File: src/rmv_pkg.sv
// Package for the running mean / variance block.
// Field widths, serial-unit sizes, iteration counts and the control structs
// shared by the shift-add multiplier, the restoring divider and the top level.
package rmv_pkg;

  // Default count width (samples per set up to 2^COUNT_BITS - 1)
  localparam int COUNT_BITS_DEF = 16;

  // Interface field widths
  localparam int SAMPLE_W = 32;
  localparam int MEAN_W   = 32;
  localparam int VAR_W    = 48;
  localparam int SCOUNT_W = 16;

  // Internal datapath widths
  localparam int ACC_W  = 48;  // mean accumulator, signed Q16.32
  localparam int SUM_W  = 64;  // sum of squared deviations, Q48.16
  localparam int MAG_W  = 49;  // |sample - mean| in Q.32
  localparam int FRAC_W = 16;  // bits dropped between Q.32 and Q.16
  localparam int RQ_W   = MAG_W - FRAC_W;  // quotient or magnitude in Q.16

  // Serial divider: 64-bit dividend shift register
  localparam int DVD_W      = 64;
  localparam int DIV_ITER_W = 7;
  localparam logic [DIV_ITER_W-1:0] DIV1_ITERS = DIV_ITER_W'(MAG_W);
  localparam logic [DIV_ITER_W-1:0] VAR_ITERS  = DIV_ITER_W'(DVD_W);

  // Serial multiplier: product kept modulo 2^64
  localparam int PROD_W     = 64;
  localparam int MPLR_W     = RQ_W;
  localparam int MUL_ITER_W = 6;
  localparam logic [MUL_ITER_W-1:0] MUL2_ITERS = MUL_ITER_W'(RQ_W);

  // Start request to the divider
  typedef struct packed {
    logic                  start;
    logic [DIV_ITER_W-1:0] iters;
  } div_ctl_t;

  // Start request to the multiplier
  typedef struct packed {
    logic                  start;
    logic [MUL_ITER_W-1:0] iters;
  } mul_ctl_t;

endpackage

File: src/rmv_if.sv
// Valid/ready channel interfaces for the running mean / variance block.
// Depends on rmv_pkg for the field widths.
interface rmv_in_if;
  import rmv_pkg::*;

  logic                       valid;
  logic                       ready;
  logic signed [SAMPLE_W-1:0] sample;
  logic                       restart;

  modport source (output valid, sample, restart, input ready);
  modport sink   (input valid, sample, restart, output ready);
endinterface

interface rmv_out_if;
  import rmv_pkg::*;

  logic                     valid;
  logic                     ready;
  logic signed [MEAN_W-1:0] mean;
  logic [VAR_W-1:0]         variance;
  logic                     variance_valid;
  logic [SCOUNT_W-1:0]      sample_count;
  logic                     saturated;

  modport source (output valid, mean, variance, variance_valid, sample_count, saturated,
                  input ready);
  modport sink   (input valid, mean, variance, variance_valid, sample_count, saturated,
                  output ready);
endinterface

File: src/rmv_div.sv
// Radix-2 restoring divider, one quotient bit per cycle, unsigned.
// Depends on rmv_pkg; quotient bits shift into the dividend register.
module rmv_div #(
  parameter int DSR_W = rmv_pkg::COUNT_BITS_DEF
) (
  input  logic                      clk,
  input  logic                      rst,
  input  rmv_pkg::div_ctl_t         ctl,
  input  logic [rmv_pkg::DVD_W-1:0] dividend,
  input  logic [DSR_W-1:0]          divisor,
  output logic [rmv_pkg::DVD_W-1:0] quotient,
  output logic                      done
);
  import rmv_pkg::*;

  logic                  busy;
  logic [DIV_ITER_W-1:0] cnt;
  logic [DVD_W-1:0]      dvd;
  logic [DSR_W-1:0]      dsr;
  logic [DSR_W-1:0]      rem;

  logic [DSR_W:0]   trial;
  logic             qbit;
  logic [DSR_W-1:0] rem_next;

  // One trial subtraction per cycle
  always_comb begin
    trial    = {rem, dvd[DVD_W-1]};
    qbit     = (trial >= {1'b0, dsr});
    rem_next = qbit ? DSR_W'(trial - {1'b0, dsr}) : trial[DSR_W-1:0];
  end

  // Control: iteration counter and done pulse
  always_ff @(posedge clk) begin
    if (rst) begin
      busy <= 1'b0;
      cnt  <= '0;
      done <= 1'b0;
    end else begin
      done <= 1'b0;
      if (ctl.start) begin
        busy <= 1'b1;
        cnt  <= ctl.iters;
      end else if (busy) begin
        cnt <= cnt - 1'b1;
        if (cnt == DIV_ITER_W'(1)) begin
          busy <= 1'b0;
          done <= 1'b1;
        end
      end
    end
  end

  // Datapath: remainder and dividend/quotient shift register
  always_ff @(posedge clk) begin
    if (ctl.start) begin
      dvd <= dividend;
      dsr <= divisor;
      rem <= '0;
    end else if (busy) begin
      dvd <= {dvd[DVD_W-2:0], qbit};
      rem <= rem_next;
    end
  end

  assign quotient = dvd;

endmodule

File: src/rmv_mul.sv
// Shift-add multiplier, one multiplier bit per cycle, LSB first.
// Depends on rmv_pkg; the product wraps modulo 2^PROD_W.
module rmv_mul (
  input  logic                       clk,
  input  logic                       rst,
  input  rmv_pkg::mul_ctl_t          ctl,
  input  logic [rmv_pkg::PROD_W-1:0] multiplicand,
  input  logic [rmv_pkg::MPLR_W-1:0] multiplier,
  output logic [rmv_pkg::PROD_W-1:0] product,
  output logic                       done
);
  import rmv_pkg::*;

  logic                  busy;
  logic [MUL_ITER_W-1:0] cnt;
  logic [PROD_W-1:0]     acc;
  logic [PROD_W-1:0]     mcand;
  logic [MPLR_W-1:0]     mplr;

  // Control: iteration counter and done pulse
  always_ff @(posedge clk) begin
    if (rst) begin
      busy <= 1'b0;
      cnt  <= '0;
      done <= 1'b0;
    end else begin
      done <= 1'b0;
      if (ctl.start) begin
        busy <= 1'b1;
        cnt  <= ctl.iters;
      end else if (busy) begin
        cnt <= cnt - 1'b1;
        if (cnt == MUL_ITER_W'(1)) begin
          busy <= 1'b0;
          done <= 1'b1;
        end
      end
    end
  end

  // Datapath: conditional add, shift multiplicand up and multiplier down
  always_ff @(posedge clk) begin
    if (ctl.start) begin
      acc   <= '0;
      mcand <= multiplicand;
      mplr  <= multiplier;
    end else if (busy) begin
      if (mplr[0]) begin
        acc <= acc + mcand;
      end
      mcand <= {mcand[PROD_W-2:0], 1'b0};
      mplr  <= {1'b0, mplr[MPLR_W-1:1]};
    end
  end

  assign product = acc;

endmodule

File: src/running_mean_variance_top.sv
// Running mean / unbiased variance of a Q16.16 sample stream (Welford update).
// Depends on rmv_pkg, rmv_if, rmv_div and rmv_mul.
//
// Usage:
//   samples (sink): one request carries a signed Q16.16 sample and a restart
//     flag; restart clears the set before the sample is taken.
//   stats (source): one request per sample with the truncated mean, the
//     unbiased variance (Q32.16, saturating), a valid flag for two or more
//     samples, the sample count and a flag for a sample dropped at the limit.
//   Each sample runs through one serial divider for sample-minus-mean over n
//   (49 steps), the shift-add multiplier twice (COUNT_BITS and 33 steps) and
//   the divider again for the variance (64 steps), one bit per cycle.
//   A sample dropped at the limit skips the first three passes; a count below
//   two skips the last pass. The result sits in an output register;
//   samples.ready rises again as soon as the result is stored, so the next
//   sample is taken while the result waits. A stalled stats channel holds
//   the next result until the pending one is taken.
//   Reset clears mean, sum and count and drops any pending result.
module running_mean_variance_top #(
  parameter int COUNT_BITS = rmv_pkg::COUNT_BITS_DEF
) (
  input logic       clk,
  input logic       rst,
  rmv_in_if.sink    samples,
  rmv_out_if.source stats
);
  import rmv_pkg::*;

  localparam int T_W = RQ_W + COUNT_BITS;  // (|r| >> 16) * (n - 1)
  localparam logic [COUNT_BITS-1:0] COUNT_LIMIT = '1;

  // Sequencer states
  localparam logic [3:0] S_IDLE  = 4'd0;
  localparam logic [3:0] S_PREP  = 4'd1;
  localparam logic [3:0] S_DIV1  = 4'd2;
  localparam logic [3:0] S_DIV1W = 4'd3;
  localparam logic [3:0] S_MUL1  = 4'd4;
  localparam logic [3:0] S_MUL1W = 4'd5;
  localparam logic [3:0] S_MUL2  = 4'd6;
  localparam logic [3:0] S_MUL2W = 4'd7;
  localparam logic [3:0] S_ACC   = 4'd8;
  localparam logic [3:0] S_VAR   = 4'd9;
  localparam logic [3:0] S_VARW  = 4'd10;
  localparam logic [3:0] S_OUT   = 4'd11;

  logic [3:0] state;

  // Running state
  logic [ACC_W-1:0]      mean_acc;
  logic [SUM_W-1:0]      dss;
  logic [COUNT_BITS-1:0] count;

  // Per-sample working registers
  logic [SAMPLE_W-1:0] sample_r;
  logic                sat_r;
  logic                d_neg;
  logic [MAG_W-1:0]    dmag;
  logic [RQ_W-1:0]     rq;
  logic [T_W-1:0]      t_r;
  logic [VAR_W-1:0]    incr_r;
  logic [VAR_W-1:0]    var_r;

  // Output register
  logic                     out_valid;
  logic signed [MEAN_W-1:0] o_mean;
  logic [VAR_W-1:0]         o_var;
  logic                     o_vvalid;
  logic [SCOUNT_W-1:0]      o_count;
  logic                     o_sat;

  // Serial units
  div_ctl_t              div_ctl;
  logic [DVD_W-1:0]      div_dividend;
  logic [COUNT_BITS-1:0] div_divisor;
  logic [DVD_W-1:0]      div_q;
  logic                  div_done;
  mul_ctl_t              mul_ctl;
  logic [PROD_W-1:0]     mul_a;
  logic [MPLR_W-1:0]     mul_b;
  logic [PROD_W-1:0]     mul_p;
  logic                  mul_done;

  // Datapath helpers
  logic              in_acc;
  logic              out_free;
  logic              two_plus;
  logic [MAG_W-1:0]  x49;
  logic [MAG_W-1:0]  m49;
  logic [MAG_W-1:0]  d_pos;
  logic [MAG_W-1:0]  d_inv;
  logic [MAG_W-1:0]  rmag;
  logic [SUM_W:0]    sum_ext;

  assign in_acc   = samples.valid && samples.ready;
  assign out_free = !out_valid || stats.ready;
  assign two_plus = (count > COUNT_BITS'(1));

  // Difference sample - mean in Q.32, both signs formed side by side
  always_comb begin
    x49   = {sample_r[SAMPLE_W-1], sample_r, {FRAC_W{1'b0}}};
    m49   = {mean_acc[ACC_W-1], mean_acc};
    d_pos = x49 - m49;
    d_inv = m49 - x49;
  end

  assign rmag    = div_q[MAG_W-1:0];
  assign sum_ext = {1'b0, dss} + {{(SUM_W - VAR_W + 1){1'b0}}, incr_r};

  // Unit requests and operand selection
  always_comb begin
    div_ctl.start = (state == S_DIV1) || (state == S_VAR && two_plus);
    div_ctl.iters = (state == S_DIV1) ? DIV1_ITERS : VAR_ITERS;
    if (state == S_DIV1) begin
      div_dividend = {dmag, {(DVD_W - MAG_W){1'b0}}};
      div_divisor  = count + 1'b1;
    end else begin
      div_dividend = dss;
      div_divisor  = count - 1'b1;
    end

    mul_ctl.start = (state == S_MUL1) || (state == S_MUL2);
    if (state == S_MUL1) begin
      mul_ctl.iters = MUL_ITER_W'(COUNT_BITS);
      mul_a         = PROD_W'(rq);
      mul_b         = MPLR_W'(count);
    end else begin
      mul_ctl.iters = MUL2_ITERS;
      mul_a         = PROD_W'(t_r);
      mul_b         = dmag[MAG_W-1:FRAC_W];
    end
  end

  rmv_div #(
    .DSR_W(COUNT_BITS)
  ) u_div (
    .clk      (clk),
    .rst      (rst),
    .ctl      (div_ctl),
    .dividend (div_dividend),
    .divisor  (div_divisor),
    .quotient (div_q),
    .done     (div_done)
  );

  rmv_mul u_mul (
    .clk          (clk),
    .rst          (rst),
    .ctl          (mul_ctl),
    .multiplicand (mul_a),
    .multiplier   (mul_b),
    .product      (mul_p),
    .done         (mul_done)
  );

  // Sequencer and running state
  always_ff @(posedge clk) begin
    if (rst) begin
      state     <= S_IDLE;
      mean_acc  <= '0;
      dss       <= '0;
      count     <= '0;
      out_valid <= 1'b0;
    end else begin
      // Output register: loaded from S_OUT, emptied when taken
      if (state == S_OUT && out_free) begin
        out_valid <= 1'b1;
      end else if (stats.valid && stats.ready) begin
        out_valid <= 1'b0;
      end
      case (state)
        S_IDLE: begin
          if (in_acc) begin
            if (samples.restart) begin
              mean_acc <= '0;
              dss      <= '0;
              count    <= '0;
            end
            state <= S_PREP;
          end
        end
        S_PREP: begin
          state <= sat_r ? S_VAR : S_DIV1;
        end
        S_DIV1: begin
          state <= S_DIV1W;
        end
        S_DIV1W: begin
          if (div_done) begin
            // mean += r, with r = +/- |d| / n taken modulo 2^48
            mean_acc <= mean_acc + (rmag[ACC_W-1:0] ^ {ACC_W{d_neg}})
                        + ACC_W'(d_neg);
            state    <= S_MUL1;
          end
        end
        S_MUL1: begin
          state <= S_MUL1W;
        end
        S_MUL1W: begin
          if (mul_done) begin
            state <= S_MUL2;
          end
        end
        S_MUL2: begin
          state <= S_MUL2W;
        end
        S_MUL2W: begin
          if (mul_done) begin
            state <= S_ACC;
          end
        end
        S_ACC: begin
          // saturating accumulate, then n becomes the count
          dss   <= sum_ext[SUM_W] ? {SUM_W{1'b1}} : sum_ext[SUM_W-1:0];
          count <= count + 1'b1;
          state <= S_VAR;
        end
        S_VAR: begin
          state <= two_plus ? S_VARW : S_OUT;
        end
        S_VARW: begin
          if (div_done) begin
            state <= S_OUT;
          end
        end
        S_OUT: begin
          if (out_free) begin
            state <= S_IDLE;
          end
        end
        default: begin
          state <= S_IDLE;
        end
      endcase
    end
  end

  // Working registers, no reset needed
  always_ff @(posedge clk) begin
    if (state == S_IDLE && in_acc) begin
      sample_r <= samples.sample;
      sat_r    <= !samples.restart && (count == COUNT_LIMIT);
    end
    if (state == S_PREP) begin
      d_neg <= d_pos[MAG_W-1];
      dmag  <= d_pos[MAG_W-1] ? d_inv : d_pos;
    end
    if (state == S_DIV1W && div_done) begin
      rq <= rmag[MAG_W-1:FRAC_W];
    end
    if (state == S_MUL1W && mul_done) begin
      t_r <= mul_p[T_W-1:0];
    end
    if (state == S_MUL2W && mul_done) begin
      incr_r <= mul_p[PROD_W-1:FRAC_W];
    end
    if (state == S_VAR && !two_plus) begin
      var_r <= '0;
    end
    if (state == S_VARW && div_done) begin
      var_r <= (|div_q[DVD_W-1:VAR_W]) ? {VAR_W{1'b1}} : div_q[VAR_W-1:0];
    end
    if (state == S_OUT && out_free) begin
      o_mean   <= mean_acc[ACC_W-1:FRAC_W];
      o_var    <= var_r;
      o_vvalid <= two_plus;
      o_count  <= SCOUNT_W'(count);
      o_sat    <= sat_r;
    end
  end

  // Channel drive
  assign samples.ready        = (state == S_IDLE);
  assign stats.valid          = out_valid;
  assign stats.mean           = o_mean;
  assign stats.variance       = o_var;
  assign stats.variance_valid = o_vvalid;
  assign stats.sample_count   = o_count;
  assign stats.saturated      = o_sat;

endmodule

File: src/flat_wrapper.sv
// flat-port wrapper written by rule: the top's interface ports become plain ports
module running_mean_variance_top_flat import rmv_pkg::*;
#(
  parameter int COUNT_BITS = rmv_pkg::COUNT_BITS_DEF
)
  (clk, rst, samples_valid, samples_sample, samples_restart, samples_ready, stats_valid, stats_mean, stats_variance, stats_variance_valid, stats_sample_count, stats_saturated, stats_ready);
  rmv_in_if samples_i ();
  rmv_out_if stats_i ();
  input logic clk;
  input logic rst;
  input wire logic [$bits(samples_i.valid)-1:0] samples_valid;
  input wire logic [$bits(samples_i.sample)-1:0] samples_sample;
  input wire logic [$bits(samples_i.restart)-1:0] samples_restart;
  output wire logic [$bits(samples_i.ready)-1:0] samples_ready;
  output wire logic [$bits(stats_i.valid)-1:0] stats_valid;
  output wire logic [$bits(stats_i.mean)-1:0] stats_mean;
  output wire logic [$bits(stats_i.variance)-1:0] stats_variance;
  output wire logic [$bits(stats_i.variance_valid)-1:0] stats_variance_valid;
  output wire logic [$bits(stats_i.sample_count)-1:0] stats_sample_count;
  output wire logic [$bits(stats_i.saturated)-1:0] stats_saturated;
  input wire logic [$bits(stats_i.ready)-1:0] stats_ready;
  assign samples_i.valid = samples_valid;
  assign samples_i.sample = samples_sample;
  assign samples_i.restart = samples_restart;
  assign samples_ready = samples_i.ready;
  assign stats_valid = stats_i.valid;
  assign stats_mean = stats_i.mean;
  assign stats_variance = stats_i.variance;
  assign stats_variance_valid = stats_i.variance_valid;
  assign stats_sample_count = stats_i.sample_count;
  assign stats_saturated = stats_i.saturated;
  assign stats_i.ready = stats_ready;
  running_mean_variance_top #(.COUNT_BITS(COUNT_BITS)) u_core (.clk(clk), .rst(rst), .samples(samples_i), .stats(stats_i));
endmodule
File: config.mk
export PLATFORM = sky130hd
export DESIGN_NAME = running_mean_variance_top_flat
export DESIGN_NICKNAME = d
export VERILOG_FILES = /design/src/rmv_pkg.sv /design/src/rmv_if.sv /design/src/rmv_div.sv /design/src/rmv_mul.sv /design/src/running_mean_variance_top.sv /design/src/flat_wrapper.sv
export SDC_FILE = /design/constraint.sdc
export NUM_CORES = 2
export LEC_CHECK = 0
export BUFFER_PORTS_ARGS = -buffer_cell sky130_fd_sc_hd__buf_2
export CAP_MARGIN = 20
export CORE_ASPECT_RATIO = 2
export CORE_MARGIN = 2
export CORE_UTILIZATION = 40
export DETAILED_ROUTE_END_ITERATION = 6
export GPL_TIMING_DRIVEN = 0
export PLACE_DENSITY = 0.58
export SLEW_MARGIN = 20
export SYNTH_ARGS = -nofsm -noshare
export SYNTH_HDL_FRONTEND = slang
export SYNTH_HIERARCHICAL = 1
export SYNTH_SLANG_ARGS = --single-unit
File: constraint.sdc
create_clock -name clk -period 13 [get_ports clk]
set_input_delay 3.9 -clock clk [delete_from_list [all_inputs] [get_ports clk]]
set_output_delay 3.9 -clock clk [all_outputs]
set_load 0.02 [all_outputs]
==> impl_metrics.toml <==
[route]
remaining_drc_errors = 0
viasPerCell = 5.68
route.antenna.remaining_nets = 0
wl_per_cell_um = 23.0
drt_iter0_markers = 2740
wl_um = 141000
vias = 34700
firstDrtPassIters = 6

[clocking]
clk_path_buf_depth = 3
numCtsBuffers = 78
clock_latency_ns = 0.70
cts_post_setup_buffers_inserted = 0
path_clk_slew_ns = 0.06
cts_resized = 0
cts_tree = "yes"
numClockSinks = 766
clockRootBuffer = "clkbuf_16"
cts_hold_buf = 0
htree_levels = 3

[hold_path]
min_from = "u_core/var_r[5]$_SDFFCE_PN0P_"
worstHoldPathCells = 0
min_to = "u_core/stats.variance[5]$_DFFE_PP_"
hp-class = "flip-flop to flip-flop"

[floorplanning]
start_util = 0.402
die_width_um = 238
num_rows = 172
pin_count = 137
die_height_um = 473
die_area_um2 = 113000
coreArea_um2 = 109000

[sta]
period_share = 0.478
fmax_mhz = 161
finalMaxSlewViolations = 0
hold_violations = 0
finClkSkew_ns = 0.0223
setup_viol_count_final = 0
fin_crit_ns = 6.22
tightest_slew_ns = 1.12
slew_headroom = 0.253
rsz0062_at_grt = "false"
final.setup.worst_slack_ns = 6.78

[cells_and_area]
nets = 4946
area_growth_pct = 12.7
drive_gt1_frac = 0.125
design_area_um2 = 49500
multiInputGateArea_um2 = 21700
layout_commonest_cell = "edfxtp_1"
regArea_um2 = 20700
final_cell_mix = "536 x edfxtp_1, 479 x nand2_1, 387 x nor2_1, 377 x a21oi_1, 248 x ha_1"
fillers = 10500

[placed_design]
portBuffers = 136
dpl.hpwl_um = 109000
place_area_um2 = 46900
place_ws_ns = 6.46
place.gp.congestion = 0.932

[pwr]
power_density_nw_per_um2 = 180
leakage_nw = 19.3
vdd_ir_drop_max_mv = 0.128

[synthesis]
ys_ff_latch = 766
yosysWarnings = 6
async_flop_share = 0
syn_area_um2 = 43900
yosysTopAreaCell = "edfxtp_1"
postSynthAreaPerCell_um2 = 10.0
yosys-top-cells-area = "edfxtp_1 37%, dfxtp_1 10%, ha_1 7.1%, mux2_2 5.3%, a21oi_1 4.3%"
synth_cells = 4391
synth_top_area_frac = 0.366
synth_flop_cell = "edfxtp_1"
synth_edf_count = 536
yosysSeqAreaShare = 0.471
yosysUniqueCellTypes = 105

[critical_path]
required_ns = 9.10
reg2reg_depth = 15
path_class = "flip-flop to output port"
r2r_start = "u_core/d_neg$_DFFE_PN_"
crit_path_top_delay_cell = "nor3_1"
cp-end-kind = "output port"
crit_arrival_ns = 2.32
r2r_end = "u_core/mean_acc[46]$_SDFFE_PP0P_"
start_kind = "flip-flop"
crit_chain = "clkbuf_1 > clkbuf_1 > nor3_1 > buf_2"
worstPathMaxFanout = 10
r2r_slack_ns = 7.54
crit_top_cell = "clkbuf_1"
critPathMaxStageDelay_ns = 0.56

[global_route]
grt_overflow = 0
track_usage = 0.245
grt_pass1_wl_um = 209000
first_global_vias = 33600
grt_max_degree = 53
antenna_found_initial = 2

[run_status]
status = "complete, no violations"

[flow_run]
drv_cap = 0
## cell families after synthesis
kind of cell	count (synthesis)	share of synthesized area
buf+inv	396	0.0372
other cells	1	0.0000854
flops	766	0.471
fa+ha+maj	253	0.0729
simple gates	1322	0.138
xor+xnor	260	0.0523
compound gates	1171	0.171
mux	222	0.0566
## synth_stat cells (10+ instances only)
| library cell | instances |
|---|---|
| a2111oi_0 | 10 |
| a211o_1 | 15 |
| a211oi_1 | 48 |
| a21boi_0 | 12 |
| a21o_1 | 140 |
| a21oi_1 | 378 |
| a22o_1 | 13 |
| a22oi_1 | 36 |
| a31oi_1 | 43 |
| a41oi_1 | 13 |
| and2_1 | 35 |
| and3_1 | 38 |
| buf_1 | 19 |
| buf_2 | 14 |
| buf_4 | 12 |
| buf_6 | 10 |
| clkbuf_1 | 191 |
| dfxtp_1 | 230 |
| edfxtp_1 | 536 |
| ha_1 | 248 |
| inv_1 | 147 |
| mux2_2 | 208 |
| mux2i_1 | 13 |
| nand2_1 | 479 |
| nand2b_1 | 25 |
| nand3_1 | 77 |
| nand3b_1 | 10 |
| nand4_1 | 46 |
| nor2_1 | 391 |
| nor2b_1 | 58 |
| nor3_1 | 63 |
| nor4_1 | 25 |
| o211ai_1 | 17 |
| o21a_1 | 22 |
| o21ai_0 | 236 |
| o21bai_1 | 37 |
| o31ai_1 | 31 |
| or3_1 | 19 |
| xnor2_1 | 129 |
| xor2_1 | 130 |
## critical path: cells and delay by family, from the launching register on
family	cells	cell delay, ns
buf+inv	3	0.78
simple gates	1	0.56
flops	1	0.29
## cell type report
| type | count | area share |
|---|---|---|
| plain buffers | 247 | 0.0218 |
| diodes | 1 | 0.0000505 |
| flip-flops and latches | 766 | 0.418 |
| repair buffers | 165 | 0.0213 |
| inverters | 149 | 0.0113 |
| clock buffers | 104 | 0.0430 |
| well taps | 1392 | 0.0352 |
| multi-input cells | 3249 | 0.439 |
| clock inverters | 42 | 0.0102 |
## per-layer routing
layer	vias up	share of wire	GRT usage
li1	16500	-	-
met1	16800	0.42	0.311
met2	1134	0.48	0.421
met3	249	0.050	0.0227
met4	0	0.047	0.113
met5	-	0	0
## through the flow
step           total power, W  hold WS (ns)  TNS [ns]  utilization  instances
2_1_floorplan         0.00552         0.400         0            -       4411
3_3_place_gp          0.00646         0.406   -225.23        0.425       5939
3_5_place_dp          0.00652         0.405         0        0.429       5968
4_1_cts               0.00894         0.418         0        0.453       6114
5_1_grt               0.00937         0.431         0        0.453       6114
6_report              0.00891         0.417         0        0.453       6115
## how the worst max path moves through the flow
stage | from | to | slack (ns) | cells past startpoint
after floorplan | stats_ready | u_core/stats.mean[0]$_DFFE_PP_ | 1.72 | 2
after global placement | stats_ready | u_core/stats.mean[18]$_DFFE_PP_ | -2.33 | 3
after global routing | u_core/state[2]$_SDFFE_PP0P_ | samples_ready | 6.76 | 4
after detailed placement | rst | u_core/stats.valid$_SDFFE_PP0P_ | 6.46 | 5
final | u_core/state[2]$_SDFFE_PP0P_ | samples_ready | 6.78 | 4
after CTS | u_core/state[2]$_SDFFE_PP0P_ | samples_ready | 6.84 | 4
## flip-flops by register name, summed over array words and instances, names as in the netlist, 4 cells and up
name	count
u_core/count	16
u_core/dmag	49
u_core/dss	64
u_core/incr_r	48
u_core/mean_acc	48
u_core/rq	33
u_core/sample_r	32
u_core/state	4
u_core/stats.mean	32
u_core/stats.sample_count	16
u_core/stats.variance	48
u_core/t_r	49
u_core/u_div/cnt	7
u_core/u_div/dsr	16
u_core/u_div/quotient	64
u_core/u_div/rem	16
u_core/u_mul/cnt	6
u_core/u_mul/mcand	64
u_core/u_mul/mplr	33
u_core/u_mul/product	64
u_core/var_r	48
## power breakdown
| part | switching, W | leakage [nW] | internal (W) |
|---|---|---|---|
| clock | 0.00104 | 1.29 | 0.00135 |
| sequential | 0.000365 | 6.76 | 0.00307 |
| combinational | 0.00192 | 11.3 | 0.00116 |
Power figures use the tool's default switching activity.
